[config.mk]
export PLATFORM = sky130hd
export DESIGN_NAME = delta_rle_pixel_decoder
export DESIGN_NICKNAME = d
export VERILOG_FILES = /design/src/rtl/core/drpd_pkg.sv /design/src/rtl/core/drpd_cfg.sv /design/src/rtl/core/drpd_core.sv /design/src/rtl/core/delta_rle_pixel_decoder.sv
export SDC_FILE = /design/constraint.sdc
export NUM_CORES = 1
export LEC_CHECK = 0
export ABC_CLOCK_PERIOD_IN_PS = 9300
export BUFFER_PORTS_ARGS = -buffer_cell sky130_fd_sc_hd__buf_2
export CAP_MARGIN = 20
export CELL_PAD_IN_SITES_DETAIL_PLACEMENT = 1
export CELL_PAD_IN_SITES_GLOBAL_PLACEMENT = 1
export CORE_ASPECT_RATIO = 0.6
export CORE_UTILIZATION = 54
export DETAILED_ROUTE_END_ITERATION = 12
export PLACE_DENSITY = 0.88
export SLEW_MARGIN = 40
export SYNTH_ARGS = -nofsm -noshare
export SYNTH_HDL_FRONTEND = slang
export SYNTH_SLANG_ARGS = --single-unit
[constraint.sdc]
create_clock -name clk -period 9.3 [get_ports clk]
set_input_delay 2.325 -clock clk [delete_from_list [all_inputs] [get_ports clk]]
set_output_delay 2.325 -clock clk [all_outputs]
set_load 0.01 [all_outputs]
[src/rtl/core/drpd_pkg.sv]
// ----------------------------------------------------------------------------
// drpd_pkg
// Shared types and constants of the delta / run-length pixel decoder.
// ----------------------------------------------------------------------------
package drpd_pkg;

  // Stream control codes and the pixel sign flip.
  localparam logic [7:0]  CODE_TOGGLE = 8'h80;
  localparam logic [7:0]  CODE_RUN    = 8'h81;
  localparam logic [15:0] SIGN_FLIP   = 16'h8000;

  // Parser phases.
  localparam logic [1:0] PH_CODE  = 2'd0;
  localparam logic [1:0] PH_LOW   = 2'd1;
  localparam logic [1:0] PH_COUNT = 2'd2;

  // Configuration register indexes.
  localparam logic CFG_IDX_WIDTH  = 1'b0;
  localparam logic CFG_IDX_HEIGHT = 1'b1;

  localparam logic [15:0] DIM_RESET   = 16'd256;
  localparam logic [31:0] TOTAL_RESET = 32'd65536;

  // One decoded result.
  typedef struct packed {
    logic [15:0] pixel;
    logic [7:0]  count;
    logic        last;
  } drpd_res_t;

endpackage

[src/rtl/core/drpd_cfg.sv]
// ----------------------------------------------------------------------------
// drpd_cfg
// Image size registers and the registered pixel total of one image.
// ----------------------------------------------------------------------------
module drpd_cfg
  import drpd_pkg::*;
(
  input  logic        clk,
  input  logic        rst_n,
  input  logic        cfg_we,
  input  logic        cfg_index,
  input  logic [15:0] cfg_wdata,
  output logic [31:0] total_o
);

  logic [15:0] width_r;
  logic [15:0] height_r;
  logic [31:0] total_r;

  // Size registers, written directly from the configuration port.
  always_ff @(posedge clk) begin
    if (!rst_n) begin
      width_r  <= DIM_RESET;
      height_r <= DIM_RESET;
    end else if (cfg_we) begin
      unique case (cfg_index)
        CFG_IDX_WIDTH:  width_r  <= cfg_wdata;
        CFG_IDX_HEIGHT: height_r <= cfg_wdata;
        default: ;
      endcase
    end
  end

  // The product follows the size registers in the next cycle, which is
  // before any byte accepted after a write reaches the decoder.
  always_ff @(posedge clk) begin
    if (!rst_n) begin
      total_r <= TOTAL_RESET;
    end else begin
      total_r <= {16'd0, width_r} * {16'd0, height_r};
    end
  end

  assign total_o = total_r;

endmodule

[src/rtl/core/drpd_core.sv]
// ----------------------------------------------------------------------------
// drpd_core
// Byte parser, pixel reconstruction and run clipping with the image state.
// ----------------------------------------------------------------------------
module drpd_core
  import drpd_pkg::*;
(
  input  logic        clk,
  input  logic        rst_n,
  input  logic        go_i,
  input  logic [7:0]  byte_i,
  input  logic [31:0] total_i,
  output logic        res_valid_o,
  output drpd_res_t   res_o
);

  logic [1:0]  phase_r;
  logic [1:0]  phase_nxt;
  logic        mode_r;
  logic        mode_nxt;
  logic [15:0] pixel_r;
  logic [15:0] pixel_nxt;
  logic [31:0] done_r;
  logic [31:0] done_nxt;

  logic        emit;
  logic [7:0]  run_len;
  logic [32:0] remain_ext;
  logic        remain_zero;
  logic        clip;
  logic [7:0]  count;
  logic        last;

  // Decode one byte against the current phase and mode.
  always_comb begin
    phase_nxt = PH_CODE;
    mode_nxt  = mode_r;
    pixel_nxt = pixel_r;
    emit      = 1'b0;
    run_len   = 8'd1;
    unique case (phase_r)
      PH_LOW: begin
        pixel_nxt = {pixel_r[15:8], byte_i};
        emit      = 1'b1;
      end
      PH_COUNT: begin
        run_len = byte_i;
        emit    = (byte_i != 8'd0);
      end
      default: begin
        if (byte_i == CODE_TOGGLE) begin
          mode_nxt = ~mode_r;
        end else if (byte_i == CODE_RUN) begin
          phase_nxt = PH_COUNT;
        end else if (mode_r) begin
          pixel_nxt = pixel_r + {{8{byte_i[7]}}, byte_i};
          emit      = 1'b1;
        end else begin
          pixel_nxt = {byte_i, 8'h00};
          phase_nxt = PH_LOW;
        end
      end
    endcase
  end

  // Pixels left in the image; a borrow means none are left.
  assign remain_ext  = {1'b0, total_i} - {1'b0, done_r};
  assign remain_zero = remain_ext[32] || (remain_ext[31:0] == 32'd0);
  assign clip        = !remain_zero && ({24'd0, run_len} > remain_ext[31:0]);
  assign count       = clip ? remain_ext[7:0] : run_len;
  assign last        = remain_zero || ({24'd0, run_len} >= remain_ext[31:0]);
  assign done_nxt    = done_r + {24'd0, count};

  assign res_valid_o  = emit;
  assign res_o.pixel  = pixel_nxt ^ SIGN_FLIP;
  assign res_o.count  = count;
  assign res_o.last   = last;

  // Image state; the last result of an image restarts everything.
  always_ff @(posedge clk) begin
    if (!rst_n) begin
      phase_r <= PH_CODE;
      mode_r  <= 1'b0;
      pixel_r <= 16'd0;
      done_r  <= 32'd0;
    end else if (go_i) begin
      if (emit && last) begin
        phase_r <= PH_CODE;
        mode_r  <= 1'b0;
        pixel_r <= 16'd0;
        done_r  <= 32'd0;
      end else begin
        phase_r <= phase_nxt;
        mode_r  <= mode_nxt;
        pixel_r <= pixel_nxt;
        if (emit) begin
          done_r <= done_nxt;
        end
      end
    end
  end

endmodule

[src/rtl/core/delta_rle_pixel_decoder.sv]
// ----------------------------------------------------------------------------
// delta_rle_pixel_decoder
// Decodes a delta / run-length compressed 16-bit image byte stream.
// ----------------------------------------------------------------------------
// The compressed stream enters one byte per transfer on the in_ channel.
// Each decoded pixel or run leaves as one transfer on the out_ channel:
// tdata carries the offset-binary pixel and its repeat count, tlast marks
// the result that completes the image. Bytes that produce no pixel (mode
// toggles, run codes, high bytes, zero counts) produce no transfer.
// The image size is set on the cfg_ port (index 0 width, index 1 height)
// and applies once the registered pixel total has followed the write.
// Each byte is captured in an input register, decoded combinationally and
// its result lands in an output register, from which it leaves on the
// out_ channel. One byte is accepted per cycle through the single decode
// stage and its state update while the output register is free or being
// taken by the receiver.
// When the receiver stalls with a result pending, the decode stage holds
// one byte and in_tready drops until the output register is freed.
// Reset clears the valid flags of both registers and the image state and
// loads a 256 by 256 image size.
// ----------------------------------------------------------------------------
module delta_rle_pixel_decoder
  import drpd_pkg::*;
(
  input  logic        clk,
  input  logic        rst_n,
  // Input stream.
  input  logic        in_tvalid,
  output logic        in_tready,
  input  logic [7:0]  in_tdata,    // [7:0] stream_byte
  // Result stream.
  output logic        out_tvalid,
  input  logic        out_tready,
  output logic [23:0] out_tdata,   // [15:0] pixel_out, [23:16] repeat_count
  output logic        out_tlast,   // image_last
  // Configuration writes.
  input  logic        cfg_we,
  input  logic        cfg_index,
  input  logic [15:0] cfg_wdata
);

  logic        in_valid_r;
  logic [7:0]  in_byte_r;
  logic        out_valid_r;
  drpd_res_t   out_res_r;
  logic        advance;
  logic [31:0] total;
  logic        res_valid;
  drpd_res_t   res;

  drpd_cfg u_cfg (
    .clk       (clk),
    .rst_n     (rst_n),
    .cfg_we    (cfg_we),
    .cfg_index (cfg_index),
    .cfg_wdata (cfg_wdata),
    .total_o   (total)
  );

  drpd_core u_core (
    .clk         (clk),
    .rst_n       (rst_n),
    .go_i        (advance),
    .byte_i      (in_byte_r),
    .total_i     (total),
    .res_valid_o (res_valid),
    .res_o       (res)
  );

  // The held byte is decoded when the output register can take a result.
  assign advance   = in_valid_r && (!out_valid_r || out_tready);
  assign in_tready = !in_valid_r || advance;

  // Input register.
  always_ff @(posedge clk) begin
    if (!rst_n) begin
      in_valid_r <= 1'b0;
    end else if (in_tready) begin
      in_valid_r <= in_tvalid;
    end
  end

  always_ff @(posedge clk) begin
    if (in_tvalid && in_tready) begin
      in_byte_r <= in_tdata;
    end
  end

  // Output register.
  always_ff @(posedge clk) begin
    if (!rst_n) begin
      out_valid_r <= 1'b0;
    end else if (advance) begin
      out_valid_r <= res_valid;
    end else if (out_tready) begin
      out_valid_r <= 1'b0;
    end
  end

  always_ff @(posedge clk) begin
    if (advance && res_valid) begin
      out_res_r <= res;
    end
  end

  assign out_tvalid = out_valid_r;
  assign out_tdata  = {out_res_r.count, out_res_r.pixel};
  assign out_tlast  = out_res_r.last;

endmodule

---- After elaboration in Yosys (flattened, before gate mapping) ----
Index checks and enable logic that the tools add are counted.
word-level totals
  bits of input ports ..................... 30
  register bits ........................... 150
  output and inout port bits .............. 27
  logic and storage cells ................. 72
operators by class
  bitwise gates (word level) .............. 3
  $add $sub $neg .......................... 3
  multiply operators ...................... 1
  $lt $le $gt $ge ......................... 2
  equality and inequality tests ........... 5
  reduce and logical (&&, ||, !) cells .... 22
  mux-type cells .......................... 23
operator list
  kind                number
  $mux 16             4
  $mux 32             2
  $sub 32x32->33      1
  $add 32x8->32       1
  $ge 8x32->1         1
  $gt 8x32->1         1
  $logic_not 32->1    1
  $mul 16x16->32      1
  $pmux 16 s2         1
  $add 16x16->16      1
  $eq 8x8->1 const B  2
  $mux 8              2
  $mux 1              9
  $mux 2              4
  $reduce_bool 8->1   1
  $reduce_and 2->1    3
  $reduce_bool 2->1   3
  $logic_and 1x1->1   5
  $logic_or 1x1->1    4
  $logic_not 1->1     3
  $not 1->1           3
  $reduce_and 3->1    1
  $eq 2x1->1 const B  1
  $eq 2x2->1 const B  1
  3 further kinds     3

---- Logic depth before layout (Yosys ltp) ----
  depth after elaboration ................. 9
  depth in mapped cells ................... 29
  mapped depth without buffers ............ 27

---- By module ----
Synthesis repeated with hierarchy kept, for this count alone.
second synthesis, totals
  cells, all modules ...................... 2094
  area, all modules ....................... 17661.9 um^2
modules (own cells, without submodules)
  module                   instances  cells each  seq. area each (um^2)  area an instance (um^2)
  drpd_cfg                 1          1239        1281.2                 10630.2
  drpd_core                1          809         1021.0                 5928.2
  delta_rle_pixel_decoder  1          46          1031.0                 1103.6

---- Worst setup path after synthesis ----
No wires, ideal clock.
  kind .................................... register to register
  start ................................... reg u_cfg.height_r[7]
  end ..................................... reg u_cfg.total_r[28] (netlist: u_cfg.total_o[28])
  arrival time ............................ 6.172 ns
  required time ........................... 9.172 ns
  stages on the path, launching flop included .. 25
  period minus slack after synthesis ...... 6.299 ns
  setup slack ............................. 3.001 ns
  buffers on the path ..................... 2
  library setup time ...................... 0.128 ns
  path through ............................ dfxtp_1 -> clkbuf_1 -> clkbuf_1 -> nand2_1 -> fa_1 -> fa_1 -> fa_1 -> fa_1 -> inv_1 -> fa_1 -> inv_1 -> fa_1 -> inv_1 -> ha_1 -> a21o_1 -> a21o_1 -> a21o_1 -> a21o_1 -> a21o_1 -> a21o_1 -> a221oi_1 -> o21bai_1 -> a21oi_1 -> xor2_1 -> nor2_1
between the ends
  longest elaborated chain between the ends .. 1
RTL lines
  element                 RTL line        RTL
  from (decl)             drpd_cfg.sv:17  logic [15:0] height_r;
  from (signal assigned)  drpd_cfg.sv:28  CFG_IDX_HEIGHT: height_r <= cfg_wdata;
  $mul 16x16->32          drpd_cfg.sv:40  total_r <= {16'd0, width_r} * {16'd0, height_r};
  to (signal assigned)    drpd_cfg.sv:40
  to (decl)               drpd_cfg.sv:18  logic [31:0] total_r;
Every way passes these cells.
A chain may end at the register's enable or synchronous reset.

==> qor.txt <==
Number of global-route vias before repair: 16.2k
Tcrit/Tclk final: 77.1%
# resized after CTS: 0
# setup viols final: 0
Area Overhead vs Synth: 6.38%
Die extent in x: 233 µm
Crit path depth: 26
Die Area: 0.0327 mm²
Mapped Cells: 2010
DP HPWL: 43600 µm
CP Data Required Time: 9.68 ns
Synth area leader: fa_1
Max incr delay on CP: 0.57 ns
First-pass GRT wire length: 88700 µm
Hold WS: 0.483 ns
CTS Buf Count: 17
Layout cells sized above 1: 5.99%
Synthesized area: 0.0173 mm²
Setup TNS: 0 ns
Initial antenna violation count: 0
CTS tree: built
CORE AREA: 0.0313 mm²
Dpl cell area: 0.0178 mm²
WP data arrival: 7.55 ns
Slew @ Worst Pin: 0.881 ns
Clk slew on worst S/H paths: 0.07 ns
Post-synth EDFFs: 33
Post-route DRC violation count: 0
Root Buffer: clkbuf_16
Maxcap violations: 0
Peak supply drop: 148 µV
Port Buffers: 56
Sw power: 0.000832 W
Postcts setup bufs: 0
Largest net degree at the start of global routing: 85
Status: completed
Sink Count: 150
Nets: 2407
Net Sw Frac: 39.2%
Post-route ant nets: 0
Overflow after GRT: 0
#FFs+latches synth: 150
FF-to-FF path depth: 26
N_diodes: 0
Critical path class: reg2reg
Initial core utilization: 55.2%
Fin. max-slew vios: 0
Routed WL per cell: 22.9 µm
Synth unique cells: 79
Syn nets: 2409
Clock Path Buffers: 2
Worst hold path class: reg2reg
Critical path buffers and inverters: 2
FMAX: 0.140 GHz
Most used DFF post-synth: dfxtp_1
Worst-skew pair later-pin latency: 0.46 ns
Share of the synthesized area in the top cell type: 22.8%
Syn. warnings: 0
Vias per std cell: 6.05
Post-route cell area: 0.0184 mm²
Worst R2R Setup Slack: 2.13 ns
Vias: 14.7k
Crit. End Element: register
Global-route usage over all layers: 35.6%
RR Endpoint: u_core.done_r[22]$_SDFFE_PN0P_
Power per Cell Area: 116 mW/mm²
Minimum period implied by the final worst setup slack: 7.17 ns
# H-tree levels: 4
Initial DRC count: 1138
Average cell area after synthesis: 8.59 µm²
Slowest CP cell: and2_1
Origin of the worst setup path: u_core.done_r[16]$_SDFFE_PN0P_
Core Rows: 50
Critical Path Source Type: register
RSZ-0062 raised after global routing: false
Logic pwr share: 32.4%
TritonRoute pass-1 iters: 5
Area contributors post-synth: fa_1 (23%), dfxtp_1 (14%), ha_1 (12%)
Setup crit end: u_core.done_r[22]$_SDFFE_PN0P_
R2r startpoint: u_core.done_r[16]$_SDFFE_PN0P_
Crit path max fanout: 12
Rel. slew slack: 41.2%
Io pins: 57
Kind of cell adding the most delay to the critical path: simple AND/OR/NAND/NOR gates
Worst Skew: 0.0162 ns
Async SR Flop Fraction: 0%
Clock power share: 32.6%
Leakage: 8.70 nW
DRT Wirelength: 55800 µm
Part of the power in registers: 35.0%
Hold violation count in the final report: 0
RD Place Congestion: 1.01
Cell Int Power: 0.00129 W
Post-synthesis sequential area ratio: 19.3%
CTS Hold Bufs: 0
Die Span Y: 140 µm
synthesized netlist by cell type, types with 9 or more instances:
cell	instances
inv_1	309
nand2_1	287
fa_1	197
ha_1	172
and2_1	133
dfxtp_1	117
a21oi_1	93
nor2_1	83
clkbuf_1	71
xnor2_1	57
nor3_1	48
o21ai_0	47
a21o_1	36
nand3_1	34
edfxtp_1	33
xor2_1	28
nand4_1	20
a32o_1	17
o21a_1	17
nand2b_1	15
mux2i_1	14
a31oi_1	13
and3_1	13
nor2b_1	11
o21bai_1	9
routing by layer:
| metal | global-route usage, % | vias to the layer above | part of all wire [%] |
|---|---|---|---|
| li1 | - | 6548 | - |
| met1 | 49.3 | 7549 | 44 |
| met2 | 55.5 | 575 | 45 |
| met3 | 8.02 | 70 | 9.0 |
| met4 | 10.6 | 0 | 2.1 |
| met5 | 0 | - | 0 |
logic make-up (layout without fill, tap and decap cells):
family | Yosys count | in the layout | synth area share, %
DFF | 150 | 150 | 19.3
adders and majority gates | 369 | 369 | 35.3
AOI/OAI and AO/OA | 318 | 318 | 12.4
xor gates and xnor gates | 85 | 85 | 4.31
muxes | 16 | 16 | 0.942
and+or+nand+nor | 680 | 680 | 19.0
buffers and inverters | 392 | 403 | 8.72
how the worst min path moves through the flow:
stage                                          from                               to  slack, ns  cells past startpoint
detailed placement   u_core.phase_r[1]$_SDFFE_PN0P_   u_core.phase_r[1]$_SDFFE_PN0P_       0.47                      2
CTS                  u_core.phase_r[1]$_SDFFE_PN0P_   u_core.phase_r[1]$_SDFFE_PN0P_       0.48                      2
global placement     u_core.phase_r[1]$_SDFFE_PN0P_   u_core.phase_r[1]$_SDFFE_PN0P_       0.46                      2
global route         u_core.phase_r[1]$_SDFFE_PN0P_   u_core.phase_r[1]$_SDFFE_PN0P_       0.52                      2
finish               u_core.phase_r[1]$_SDFFE_PN0P_   u_core.phase_r[1]$_SDFFE_PN0P_       0.48                      2
floorplan           u_core.pixel_r[13]$_SDFFE_PN0P_  u_core.pixel_r[13]$_SDFFE_PN0P_       0.44                      2
cell usage in the layout, fill, tap and decap left out, types with 28 or more instances in the layout:
master	Yosys	final
inv_1	309	308
nand2_1	287	287
fa_1	197	197
ha_1	172	172
and2_1	133	133
dfxtp_1	117	115
a21oi_1	93	93
nor2_1	83	81
xnor2_1	57	57
buf_2	6	56
nor3_1	48	46
o21ai_0	47	46
a21o_1	36	36
nand3_1	34	34
edfxtp_1	33	33
xor2_1	28	28
through the flow:
stage               std cells  setup WS (ns)  power (W)  util, %
CTS                      2437           2.16    0.00210     58.7
detailed placement       2405           2.25    0.00141     56.9
finish                   2437           2.13    0.00212     58.7
floorplan                2010           3.00    0.00120        -
global placement         2405           2.39    0.00138     56.8
global route             2437           1.73    0.00221     58.7
area by class of cell:
class	instances	area, µm²
tap	416	520
clock buffer	18	429
multi-input combinational	1468	12500
fill	3749	12900
sequential	150	3340
timing repair buffer	62	329
inverter	309	1160
clock inverter	14	134
worst reg2reg max path: cells and delay by family (launching register included):
family / cells / cell delay, ns
fa+ha+maj: 3 / 1.03
buf+inv: 2 / 0.14
xor+xnor: 1 / 0.20
flops: 1 / 0.38
compound gates: 8 / 1.77
mux: 1 / 0.44
simple gates: 11 / 3.13
registers in the layout (all words and copies together) (netlist names):
name	cells
in_byte_r	8
in_valid_r	1
out_tdata	24
out_tlast	1
out_tvalid	1
u_cfg.height_r	16
u_cfg.total_o	32
u_cfg.width_r	16
u_core.done_r	32
u_core.mode_r	1
u_core.phase_r	2
u_core.pixel_r	16
power by group through the flow:
stage               sequential (W)  combinational, W  clock [W]
detailed placement        0.000755          0.000653          0
floorplan                 0.000718          0.000484          0
global placement          0.000752          0.000624          0
CTS                       0.000740          0.000664   0.000695
global route              0.000745          0.000745   0.000721
finish                    0.000743          0.000689   0.000693
No activity file was read; power rests on OpenSTA's default activity.
